**src/shannon_entropy_of_counts_assert.svh**
```systemverilog
// assertion macros for the entropy block
`ifndef SHANNON_ENTROPY_OF_COUNTS_ASSERT_SVH
`define SHANNON_ENTROPY_OF_COUNTS_ASSERT_SVH

// implication checked on every clock edge outside reset
`define SEC_ASSERT_IMP(label, clk, rstn, ante, cons, msg) \
    label: assert property (@(posedge clk) disable iff (!rstn) (ante) |-> (cons)) \
        else $error(msg);

// implication with the consequent checked in the cycle after the antecedent
`define SEC_ASSERT_NEXT(label, clk, rstn, ante, cons, msg) \
    label: assert property (@(posedge clk) disable iff (!rstn) (ante) |=> (cons)) \
        else $error(msg);

`endif

```
**src/sec_pkg.sv**
```systemverilog
// ----------------------------------------------------------------------------
// sec_pkg
// Types and constants shared by the entropy front end, queue and back end.
// ----------------------------------------------------------------------------
package sec_pkg;

    localparam int COUNT_BITS    = 20;
    localparam int FRACTION_BITS = 20;

    localparam int IN_BITS  = COUNT_BITS;
    localparam int OUT_BITS = FRACTION_BITS + 4;

    localparam logic [29:0] LN2_Q30 = 30'd744261118;

    typedef struct packed {
        logic [IN_BITS-1:0] symbol_count;
        logic [IN_BITS-1:0] total_count;
        logic               last_symbol;
    } sec_in_t;

    typedef struct packed {
        logic [OUT_BITS-1:0] entropy_nats;
        logic                bad_input;
    } sec_out_t;

    // classified item passed from front to back
    typedef struct packed {
        logic [IN_BITS-1:0] symbol_count;
        logic [IN_BITS-1:0] total_count;
        logic               use_term;
        logic               bad;
        logic               last;
    } sec_job_t;

endpackage

```
**src/sec_front.sv**
```systemverilog
// ----------------------------------------------------------------------------
// sec_front
// Accepts input beats, flags bad totals and counts, and pushes jobs.
// ----------------------------------------------------------------------------
module sec_front (
    input  logic              aclk,
    input  logic              aresetn,
    input  logic              s_valid,
    output logic              s_ready,
    input  sec_pkg::sec_in_t  s_data,
    output logic              job_valid,
    input  logic              job_ready,
    output sec_pkg::sec_job_t job_data
);
    import sec_pkg::*;

    logic     valid_reg;
    sec_job_t job_reg;
    logic     bad;

    assign s_ready   = !valid_reg || job_ready;
    assign job_valid = valid_reg;
    assign job_data  = job_reg;

    assign bad = (s_data.total_count == '0) || (s_data.symbol_count > s_data.total_count);

    always_ff @(posedge aclk) begin
        if (!aresetn) begin
            valid_reg <= 1'b0;
        end else if (s_ready) begin
            valid_reg <= s_valid;
        end
    end

    always_ff @(posedge aclk) begin
        if (s_valid && s_ready) begin
            job_reg.symbol_count <= s_data.symbol_count;
            job_reg.total_count  <= s_data.total_count;
            job_reg.bad          <= bad;
            job_reg.use_term     <= !bad && (s_data.symbol_count != '0);
            job_reg.last         <= s_data.last_symbol;
        end
    end
endmodule

```
**src/sec_queue.sv**
```systemverilog
// ----------------------------------------------------------------------------
// sec_queue
// Two-entry job queue between the front and back ends.
// ----------------------------------------------------------------------------
module sec_queue (
    input  logic              aclk,
    input  logic              aresetn,
    input  logic              in_valid,
    output logic              in_ready,
    input  sec_pkg::sec_job_t in_data,
    output logic              out_valid,
    input  logic              out_ready,
    output sec_pkg::sec_job_t out_data
);
    import sec_pkg::*;

    sec_job_t   mem_reg [2];
    logic       wr_reg;
    logic       rd_reg;
    logic [1:0] cnt_reg;
    logic       push;
    logic       pop;

    assign in_ready  = cnt_reg != 2'd2;
    assign out_valid = cnt_reg != 2'd0;
    assign out_data  = mem_reg[rd_reg];
    assign push      = in_valid && in_ready;
    assign pop       = out_valid && out_ready;

    always_ff @(posedge aclk) begin
        if (!aresetn) begin
            wr_reg  <= 1'b0;
            rd_reg  <= 1'b0;
            cnt_reg <= 2'd0;
        end else begin
            if (push) begin
                wr_reg <= !wr_reg;
            end
            if (pop) begin
                rd_reg <= !rd_reg;
            end
            cnt_reg <= cnt_reg + {1'b0, push} - {1'b0, pop};
        end
    end

    always_ff @(posedge aclk) begin
        if (push) begin
            mem_reg[wr_reg] <= in_data;
        end
    end
endmodule

```
**src/sec_back.sv**
```systemverilog
// ----------------------------------------------------------------------------
// sec_back
// Computes -p*ln(p) per job with a shared squarer for the log, a restoring
// divider for p, and accumulates; emits the sum on the last job.
// ----------------------------------------------------------------------------
module sec_back (
    input  logic              aclk,
    input  logic              aresetn,
    input  logic              job_valid,
    output logic              job_ready,
    input  sec_pkg::sec_job_t job_data,
    output logic              m_valid,
    input  logic              m_ready,
    output sec_pkg::sec_out_t m_data
);
    import sec_pkg::*;

    localparam int FB      = FRACTION_BITS;
    localparam int KB      = 5;
    localparam int LW      = KB + FB;
    localparam int SUM_W   = FB + 8;
    localparam int PW      = FB + 1;
    localparam int DIVW    = COUNT_BITS + FB;
    localparam int FCW     = $clog2(FB + 1);
    localparam int DCW     = $clog2(DIVW + 1);
    localparam int OUT_W   = FB + 4;
    localparam int EW      = LW + 30;

    typedef enum logic [6:0] {
        ST_IDLE  = 7'b0000001,
        ST_LOGT  = 7'b0000010,
        ST_LOGC  = 7'b0000100,
        ST_DIV   = 7'b0001000,
        ST_MULE  = 7'b0010000,
        ST_MULP  = 7'b0100000,
        ST_OUT   = 7'b1000000
    } state_t;

    state_t              state_reg, state_next;
    logic [COUNT_BITS-1:0] c_reg, t_reg;
    logic                last_reg;
    logic [30:0]         m_reg;
    logic [FB-1:0]       frac_reg;
    logic [FCW-1:0]      fcnt_reg;
    logic [KB-1:0]       k_reg;
    logic [LW-1:0]       lt_reg;
    logic [LW-1:0]       d_reg;
    logic [DIVW-1:0]     quo_reg;
    logic [COUNT_BITS:0] rem_reg;
    logic [DCW-1:0]      dcnt_reg;
    logic [LW-1:0]       e_reg;
    logic [SUM_W-1:0]    sum_reg;
    logic                err_reg;
    logic                out_valid_reg;
    sec_out_t            out_reg;

    logic [61:0]         sq;
    logic [31:0]         sq_sh;
    logic [KB-1:0]       top;
    logic [30:0]         norm;
    logic [COUNT_BITS-1:0] lg_src;
    logic [LW-1:0]       lg_val;
    logic [EW-1:0]       eprod;
    logic [LW+PW-1:0]    tprod;
    logic [SUM_W:0]      sum_add;
    logic [COUNT_BITS:0] rem_sh;
    logic [SUM_W-1:0]    sum_sat;
    logic                out_free;
    logic                emit;

    assign sq     = 62'(m_reg) * 62'(m_reg);
    assign sq_sh  = sq[61:30];
    assign lg_val = {k_reg, frac_reg};

    // leading one of the count being logged
    always_comb begin
        top = '0;
        for (int i = 0; i < COUNT_BITS; i++) begin
            if (lg_src[i]) begin
                top = KB'(i);
            end
        end
    end

    always_comb begin
        if (top > KB'(30)) begin
            norm = 31'(lg_src >> (top - KB'(30)));
        end else begin
            norm = 31'({{(31 + 32){1'b0}}, lg_src} << (KB'(30) - top));
        end
    end

    assign lg_src = (state_reg == ST_LOGT) ? c_reg : job_data.total_count[COUNT_BITS-1:0];

    assign rem_sh = {rem_reg[COUNT_BITS-1:0], quo_reg[DIVW-1]};
    assign eprod  = EW'(d_reg) * EW'(LN2_Q30) + (EW'(1) << 29);
    assign tprod  = (LW+PW)'(e_reg) * (LW+PW)'(quo_reg[PW-1:0]);
    assign sum_add = {1'b0, sum_reg} + (SUM_W+1)'(tprod[LW+PW-1:FB]);
    assign sum_sat = sum_add[SUM_W] ? {SUM_W{1'b1}} : sum_add[SUM_W-1:0];

    // a pending result only holds a last job at its output step
    assign out_free  = !out_valid_reg || m_ready;
    assign emit      = (state_reg == ST_OUT) && last_reg && out_free;
    assign job_ready = (state_reg == ST_IDLE);
    assign m_valid   = out_valid_reg;
    assign m_data    = out_reg;

    always_comb begin
        state_next = state_reg;
        case (state_reg)
            ST_IDLE: begin
                if (job_valid && job_ready) begin
                    state_next = job_data.use_term ? ST_LOGT : ST_OUT;
                end
            end
            ST_LOGT: if (fcnt_reg == FCW'(FB)) state_next = ST_LOGC;
            ST_LOGC: if (fcnt_reg == FCW'(FB)) state_next = ST_DIV;
            ST_DIV:  if (dcnt_reg == DCW'(DIVW)) state_next = ST_MULE;
            ST_MULE: state_next = ST_MULP;
            ST_MULP: state_next = ST_OUT;
            ST_OUT:  if (!last_reg || out_free) state_next = ST_IDLE;
            default: state_next = ST_IDLE;
        endcase
    end

    always_ff @(posedge aclk) begin
        if (!aresetn) begin
            state_reg     <= ST_IDLE;
            sum_reg       <= '0;
            err_reg       <= 1'b0;
            out_valid_reg <= 1'b0;
        end else begin
            state_reg <= state_next;
            if (emit) begin
                out_valid_reg <= 1'b1;
            end else if (m_ready) begin
                out_valid_reg <= 1'b0;
            end
            case (state_reg)
                ST_IDLE: begin
                    if (job_valid && job_ready && job_data.bad) begin
                        err_reg <= 1'b1;
                    end
                end
                ST_MULP: sum_reg <= sum_sat;
                ST_OUT: begin
                    if (emit) begin
                        out_reg.entropy_nats <= OUT_BITS'((sum_reg > SUM_W'({OUT_W{1'b1}}))
                                                ? SUM_W'({OUT_W{1'b1}}) : sum_reg);
                        out_reg.bad_input    <= err_reg;
                        sum_reg              <= '0;
                        err_reg              <= 1'b0;
                    end
                end
                default: ;
            endcase
        end
    end

    // datapath
    always_ff @(posedge aclk) begin
        case (state_reg)
            ST_IDLE: begin
                c_reg    <= job_data.symbol_count[COUNT_BITS-1:0];
                t_reg    <= job_data.total_count[COUNT_BITS-1:0];
                last_reg <= job_data.last;
                m_reg    <= norm;
                k_reg    <= top;
                frac_reg <= '0;
                fcnt_reg <= '0;
            end
            ST_LOGT, ST_LOGC: begin
                if (fcnt_reg == FCW'(FB)) begin
                    if (state_reg == ST_LOGT) begin
                        lt_reg   <= lg_val;
                        m_reg    <= norm;
                        k_reg    <= top;
                        frac_reg <= '0;
                        fcnt_reg <= '0;
                    end else begin
                        d_reg    <= (lt_reg > lg_val) ? lt_reg - lg_val : '0;
                        quo_reg  <= DIVW'(c_reg) << FB;
                        rem_reg  <= '0;
                        dcnt_reg <= '0;
                    end
                end else begin
                    fcnt_reg <= fcnt_reg + FCW'(1);
                    if (sq_sh[31]) begin
                        m_reg    <= sq_sh[31:1];
                        frac_reg <= {frac_reg[FB-2:0], 1'b1};
                    end else begin
                        m_reg    <= sq_sh[30:0];
                        frac_reg <= {frac_reg[FB-2:0], 1'b0};
                    end
                end
            end
            ST_DIV: begin
                if (dcnt_reg != DCW'(DIVW)) begin
                    dcnt_reg <= dcnt_reg + DCW'(1);
                    if (rem_sh >= {1'b0, t_reg}) begin
                        rem_reg <= rem_sh - {1'b0, t_reg};
                        quo_reg <= {quo_reg[DIVW-2:0], 1'b1};
                    end else begin
                        rem_reg <= rem_sh;
                        quo_reg <= {quo_reg[DIVW-2:0], 1'b0};
                    end
                end
            end
            ST_MULE: e_reg <= eprod[LW+29:30];
            default: ;
        endcase
    end
endmodule

```
**src/shannon_entropy_of_counts.sv**
```systemverilog
// ----------------------------------------------------------------------------
// shannon_entropy_of_counts
// Shannon entropy in nats of a set of symbol counts, Q4.20 result per set.
// ----------------------------------------------------------------------------
// One count per input beat; a beat marked last returns the set's entropy and
// an error flag. The front end registers and classifies each beat and hands
// it through a two-entry queue to the back end, which computes each term with
// two log2 runs on a shared squarer, a restoring divider and two multiply
// steps for a nonzero valid count; a zero or bad count goes straight to the
// output step. The back end takes a new count only after finishing the last
// one, so its sequencer sets the rate; a result waiting at the output holds
// the back end only when it reaches the output step of the next last count.
module shannon_entropy_of_counts (
    input  logic              aclk,
    input  logic              aresetn,
    input  logic              s_valid,
    output logic              s_ready,
    input  sec_pkg::sec_in_t  s_data,
    output logic              m_valid,
    input  logic              m_ready,
    output sec_pkg::sec_out_t m_data
);
    import sec_pkg::*;
    `include "shannon_entropy_of_counts_assert.svh"

    logic     f_valid, f_ready, q_valid, q_ready;
    sec_job_t f_data, q_data;

    sec_front u_front (
        .aclk, .aresetn, .s_valid, .s_ready, .s_data,
        .job_valid(f_valid), .job_ready(f_ready), .job_data(f_data)
    );

    sec_queue u_queue (
        .aclk, .aresetn,
        .in_valid(f_valid), .in_ready(f_ready), .in_data(f_data),
        .out_valid(q_valid), .out_ready(q_ready), .out_data(q_data)
    );

    sec_back u_back (
        .aclk, .aresetn,
        .job_valid(q_valid), .job_ready(q_ready), .job_data(q_data),
        .m_valid, .m_ready, .m_data
    );

    `SEC_ASSERT_NEXT(a_out_hold, aclk, aresetn, m_valid && !m_ready, m_valid && $stable(m_data), "result changed while stalled")
    `SEC_ASSERT_IMP(a_out_known, aclk, aresetn, m_valid, !$isunknown(m_data), "result has unknown bits")
endmodule

```
**config.mk**
```make
export PLATFORM = sky130hd
export DESIGN_NAME = shannon_entropy_of_counts
export DESIGN_NICKNAME = d
export VERILOG_FILES = /design/src/sec_pkg.sv /design/src/sec_front.sv /design/src/sec_queue.sv /design/src/sec_back.sv /design/src/shannon_entropy_of_counts.sv
export VERILOG_INCLUDE_DIRS = /design/src /design/src/src
export SDC_FILE = /design/constraint.sdc
export NUM_CORES = 2
export LEC_CHECK = 0
export BUFFER_PORTS_ARGS = -buffer_cell sky130_fd_sc_hd__buf_4
export CAP_MARGIN = 20
export CORE_AREA = 2 2 342 344
export DETAILED_ROUTE_END_ITERATION = 7
export DIE_AREA = 0 0 344 346
export GPL_TIMING_DRIVEN = 0
export HOLD_SLACK_MARGIN = 0.06
export PLACE_DENSITY = 0.88
export SLEW_MARGIN = 20
export SYNTH_ARGS = -nofsm -noshare
export SYNTH_HDL_FRONTEND = slang
export SYNTH_SLANG_ARGS = --single-unit
export TNS_END_PERCENT = 30
```
**constraint.sdc**
```tcl
create_clock -name aclk -period 11.1 [get_ports aclk]
set_clock_uncertainty 0.1 [all_clocks]
set_input_delay 1.665 -clock aclk [delete_from_list [all_inputs] [get_ports aclk]]
set_output_delay 1.665 -clock aclk [all_outputs]
set_load 0.02 [all_outputs]
```
Word level (Yosys, flattened, before mapping):

Memory sizes are Yosys's and may differ from the RTL's. A register that Yosys moved wholly into a read port is not among the register bits.
Cells that the tools add are included.

* flip-flop bits (word level): 353
* bits in writable memories: 86
* input port bits: 45
* output and inout bits: 27
* word-level logic and storage cells: 176
* memories: 1

* $add $sub $neg: 10
* $mul: 3
* $lt $le $gt $ge: 5
* equality and inequality tests: 23
* shift operators: 2
* mux-type cells: 68
* bitwise logic cells: 1
* reduce and logical (&&, ||, !) cells: 35

Memory list
* u_queue.mem_reg: words 2, bits a word 43, rd ports 1, clocked after memory_dff 1, write ports 1, RTL line sec_queue.sv:17 `sec_job_t mem_reg [2];`

Operators with widths (count)
* 2-to-1 mux 20 bit: 7
* 2-to-1 mux 31 bit: 4
* 2-to-1 mux 40 bit: 3
* 2-to-1 mux 5 bit: 22
* case mux 20 bit (2 select lines): 2
* case mux 40 bit (2 select lines): 1
* multiplier 31 x 31 -> 62 bit: 1
* case mux 31 bit (2 select lines): 1
* 2-to-1 mux 28 bit: 2
* case mux 28 bit (2 select lines): 1
* adder 55 x 30 -> 55 bit, second input constant: 1
* multiplier 25 x 29 -> 54 bit, second input constant: 1
* case mux 7 bit (7 select lines): 1
* multiplier 25 x 21 -> 46 bit: 1
* 2-to-1 mux 7 bit: 6
* << shifter 20 x 5 -> 31 bit: 1
* >> shifter 20 x 5 -> 31 bit: 1
* adder 28 x 26 -> 29 bit: 1
* greater-than comparator 28 x 24 -> 1 bit, second input constant: 1
* greater-than comparator 25 bit: 1
* subtractor 25 bit: 1
* >= comparator 21 x 20 -> 1 bit: 1
* greater-than comparator 20 bit: 1
* logical NOT 20 bit: 1
* other kinds (37): 84

Logic depth before layout (Yosys ltp):

* depth in word-level cells: 27
* mapped depth: 42
* depth with buffers taken out: 41

Modules after synthesis:

Synthesis repeated with hierarchy kept, for this count alone.

* cell total of the unflattened synthesis: 7867
* area, all modules: 77465.5 µm²

By module, submodules not included
* sec_back: instances 1, cells an instance 7564, area each 72100.4 µm², sequential area each 8788.4 µm²
* sec_queue: instances 1, cells an instance 164, area each 3372.0 µm², sequential area each 2682.6 µm²
* sec_front: instances 1, cells an instance 139, area each 1993.2 µm², sequential area each 1311.3 µm²

Worst setup path before layout:

No wires, ideal clock.

* kind: register to register
* from: register u_back.quo_reg[12]
* to: register u_back.sum_reg[25]
* library setup time: 0.086 ns
* data arrival time: 9.816 ns
* data required time: 10.914 ns
* setup slack: 1.098 ns
* cell stages (with the launch flop): 42
* buffers on the path: 2
* clock period less this slack: 10.002 ns
* path through: edfxtp_1 -> clkbuf_1 -> clkbuf_1 -> nand2_1 -> fa_1 -> inv_1 -> fa_1 -> inv_1 -> fa_1 -> inv_1 -> fa_1 -> fa_1 -> fa_1 -> inv_1 -> fa_1 -> inv_1 -> ha_1 -> a21o_1 -> [6 not listed] -> o21a_1 -> o21a_1 -> o21ai_0 -> nor3_1 -> a211o_1 -> ha_1 -> o21ai_0 -> nand2b_1 -> and3_1 -> and2_1 -> a221oi_1 -> a21oi_1 -> or4b_2 -> a31oi_1 -> o21ai_0 -> o41ai_1 -> xor2_1 -> a211oi_1

* cells in the longest elaborated chain, start to end: 4

Ends and longest elaborated chain
* start, declared: RTL line sec_back.sv:48 `logic [DIVW-1:0] quo_reg;`
* start signal, assigned: RTL line sec_back.sv:182 `quo_reg <= DIVW'(c_reg) << FB;`
* start signal, assigned: RTL line sec_back.sv:202 `quo_reg <= {quo_reg[DIVW-2:0], 1'b1};`
* start signal, assigned: RTL line sec_back.sv:205 `quo_reg <= {quo_reg[DIVW-2:0], 1'b0};`
* multiplier 25 x 21 -> 46 bit: RTL line sec_back.sv:97 `assign tprod = (LW+PW)'(e_reg) * (LW+PW)'(quo_reg[PW-1:0]);`
* adder 28 x 26 -> 29 bit: RTL line sec_back.sv:98 `assign sum_add = {1'b0, sum_reg} + (SUM_W+1)'(tprod[LW+PW-1:FB]);`
* 2-to-1 mux 28 bit: RTL line sec_back.sv:99 `assign sum_sat = sum_add[SUM_W] ? {SUM_W{1'b1}} : sum_add[SUM_W-1:0];`
* case mux 28 bit (2 select lines): RTL line sec_back.sv:139 `case (state_reg)`
* end signal, assigned: RTL line sec_back.sv:145 `ST_MULP: sum_reg <= sum_sat;`
* end, declared: RTL line sec_back.sv:52 `logic [SUM_W-1:0] sum_reg;`

No other way between the ends.
A chain may end at the register's enable or synchronous reset.

Worst setup path in the final report:

* from: register u_back.m_reg[18]
* to: register u_back.m_reg[3] (data pin)

* cells in the longest elaborated chain, start to end: 4

Ends and longest elaborated chain
* start, declared: RTL line sec_back.sv:42 `logic [30:0] m_reg;`
* start signal, assigned: RTL line sec_back.sv:167 `m_reg <= norm;`
* start signal, assigned: RTL line sec_back.sv:176 `m_reg <= norm;`
* start signal, assigned: RTL line sec_back.sv:189 `m_reg <= sq_sh[31:1];`
* multiplier 31 x 31 -> 62 bit: RTL line sec_back.sv:71 `assign sq = 62'(m_reg) * 62'(m_reg);`
* 2-to-1 mux 31 bit: RTL line sec_back.sv:188 `if (sq_sh[31]) begin`
* 2-to-1 mux 31 bit: RTL line sec_back.sv:173 `if (fcnt_reg == FCW'(FB)) begin`
* case mux 31 bit (2 select lines): RTL line sec_back.sv:162 `case (state_reg)`

No other way between the ends.

==> metrics.yaml <==
yosys:
  synth-edff-count: 397
  ys_ff_latch: 440
  syn-cell-area_sq_um: 76790
  async_flop_share: 0
  syn_nets: 10020
  syn_inst: 7732
  synthTopCellsByArea: "fa_1, edfxtp_1, ha_1"
  avgSynthCellArea_sq_um: 9.931
  ys_seq_area_frac: 0.1665
  synth_ff_type: "edfxtp_1"
  ys_top_cells_by_count: "inv_1, fa_1, ha_1"
  synth_top_cell_by_area: "fa_1"
  synth_warnings: 0
  netlist-cell-type-count: 94
  synth_most_common_cell: "inv_1"
  synthDominantCellAreaShare: 0.3780
worst_setup_path:
  worst_ep_required_time_ns: 11.34
  start_kind: "flop"
  worst-path-buf-inv: 8
  max_stage_delay_ns: 0.90
  r2r_start: "u_back.m_reg[18]"
  arrival_ns: 11.37
  endpoint_kind: "flop"
  rrSetupSlack_ns: -0.03
  crit_slowest_cell: "edfxtp_1"
  startpoint: "u_back.m_reg[18]"
  setup.worst_path.class: "reg2reg"
  timing.rr.end: "u_back.m_reg[3]"
  r2r_cells: 29
  path_max_fanout: 10
  crit_top_cell: "fa_1"
  crit_family: "adder cells"
place:
  place_hpwl_um: 173100
  dpl_worst_slack_ns: -0.6100
  placed_cell_area_sq_um: 79510
  gp_congestion: 1.029
  io_buffers: 71
drt:
  drt.antenna.violating_nets: 0
  drc_errors: 0
  wirelength_um: 210000
  drt_iter0_markers: 5527
  dr.pass1.iters: 6
  wl_per_cell_um: 22.22
  viasPerCell: 5.998
  vias: 56670
floorplan:
  die_y_um: 346
  die_area_sq_um: 119000
  num_rows: 125
  io_pins: 72
  core_sq_um: 115400
  start_util: 0.6653
  die_x_um: 344
global_route:
  grt_first_pass_wirelength_um: 332000
  grt_max_degree: 39
  overflow: 0
  antenna_found_initial: 25
  grt.total_usage: 0.3648
  grt_pass1_vias: 60860
timing:
  slew_viol_final: 0
  layout_min_cycle_time_ns: 11.13
  hold_violations: 0
  rsz0062_at_grt: "true"
  tightest_slew_ns: 1.191
  clock.fmax_ghz: 0.08983
  finalSetupViolCount: 1
  finalWorstSetupSlack_ns: -0.03261
  hold_slack_ns: 0.3442
  max_slew_margin: 0.1990
  finalCritPeriodShare: 1.003
clock_tree:
  cts.sink_count: 440
  cts_buffer_depth: 3
  cts_buffers: 44
  cts.clk_slew.worst_paths_ns: 0.07
  cts_tree: "done"
  cts_hold_buf: 0
  clock_latency_ns: 0.62
  htreeDepth: 2
  root_buffer: "clkbuf_16"
layout:
  synthToLayoutAreaGrowth_pct: 6.091
  largest_register_ffs: 86
  stdcell_area_sq_um: 81470
  drive_above_1_share: 0.05002
  fin_nets: 10170
  fin_util: 0.7058
worst_hold_path:
  min_to: "u_queue.mem_reg[1][0]"
  hold_class: "reg2reg"
  hold_depth: 0
  worstHoldStart: "u_front.job_data[0]"
flow_run:
  maxCapViolations: 0
status:
  violations: "setup timing"
  status: "finished, violations left"
cell type report:
class,count,area (sq um)
clock buffers,47,1112
inverters,1918,7199
clock inverters,35,464.2
diodes,7,17.52
multi-input cells,5123,56000
fillers,8015,33960
repair buffers,112,960.9
flip-flops and latches,440,12780
plain buffers,242,1028
well taps,1524,1907
worst reg2reg max path: cells and delay by family, from the launching register on:
family / cells / cell delay [ns]
buf+inv: 8 / 1.82
simple gates: 3 / 0.86
flops: 1 / 0.90
fa+ha+maj: 9 / 4.30
xor+xnor: 1 / 0.45
compound gates: 8 / 2.44
stage by stage:
stage / TNS [ns] / cells
2_1_floorplan: 0 / 7732
3_3_place_gp: -9.495 / 9327
6_report: -0.03261 / 9448
5_1_grt: -0.05969 / 9442
3_5_place_dp: -17.73 / 9340
4_1_cts: 0 / 9439
cells in the final DEF, fill, tap and decap left out, drive strengths merged, types with 135 or more instances in the layout:
master,instances
a21oi,204
and2,483
buf,135
clkbuf,266
edfxtp,397
fa,1450
ha,790
inv,1915
nand2,697
nor2,267
worst max-delay path by stage:
stage	depth (start not counted)	to	slack, ns
floorplan	41	u_back.sum_reg[25]	1.10
global placement	41	u_back.sum_reg[25]	-0.43
detailed placement	40	u_back.sum_reg[8]	-0.61
CTS	39	u_back.sum_reg[25]	0.05
global route	39	u_back.sum_reg[25]	-0.05
finish	29	u_back.m_reg[3]	-0.03
metal layers:
layer | GRT usage | wire (um) | part of all wire | vias to the layer above
met3 | 0.1074 | 26450 | 0.13 | 860
met5 | 0 | 176 | 0.00084 | -
met2 | 0.5658 | 95620 | 0.46 | 3590
met4 | 0.1669 | 12240 | 0.058 | 18
li1 | - | - | - | 24250
met1 | 0.4753 | 75500 | 0.36 | 27960
cells by family (layout without fill, tap and decap cells):
kind of cell / Yosys count / count (layout) / synth area share
compound gates: 714 / 714 / 0.06074
xor+xnor: 174 / 174 / 0.01994
fa+ha+maj: 2240 / 2240 / 0.5067
buf+inv: 2169 / 2354 / 0.1062
flops: 440 / 440 / 0.1665
mux: 139 / 139 / 0.01996
other cells: 0 / 7 / 0
simple gates: 1856 / 1856 / 0.1200
repair_timing:
action                     in CTS  in global routing
setup endpoints to repair      45                 48
setup buffers                  22                  6
hold endpoints to repair        0                  0
pin swaps                       0                  2
resized for setup              57                 84
Power is not shown: default switching activity piles up to over one toggle a cycle in this logic, so the estimate is an artifact.
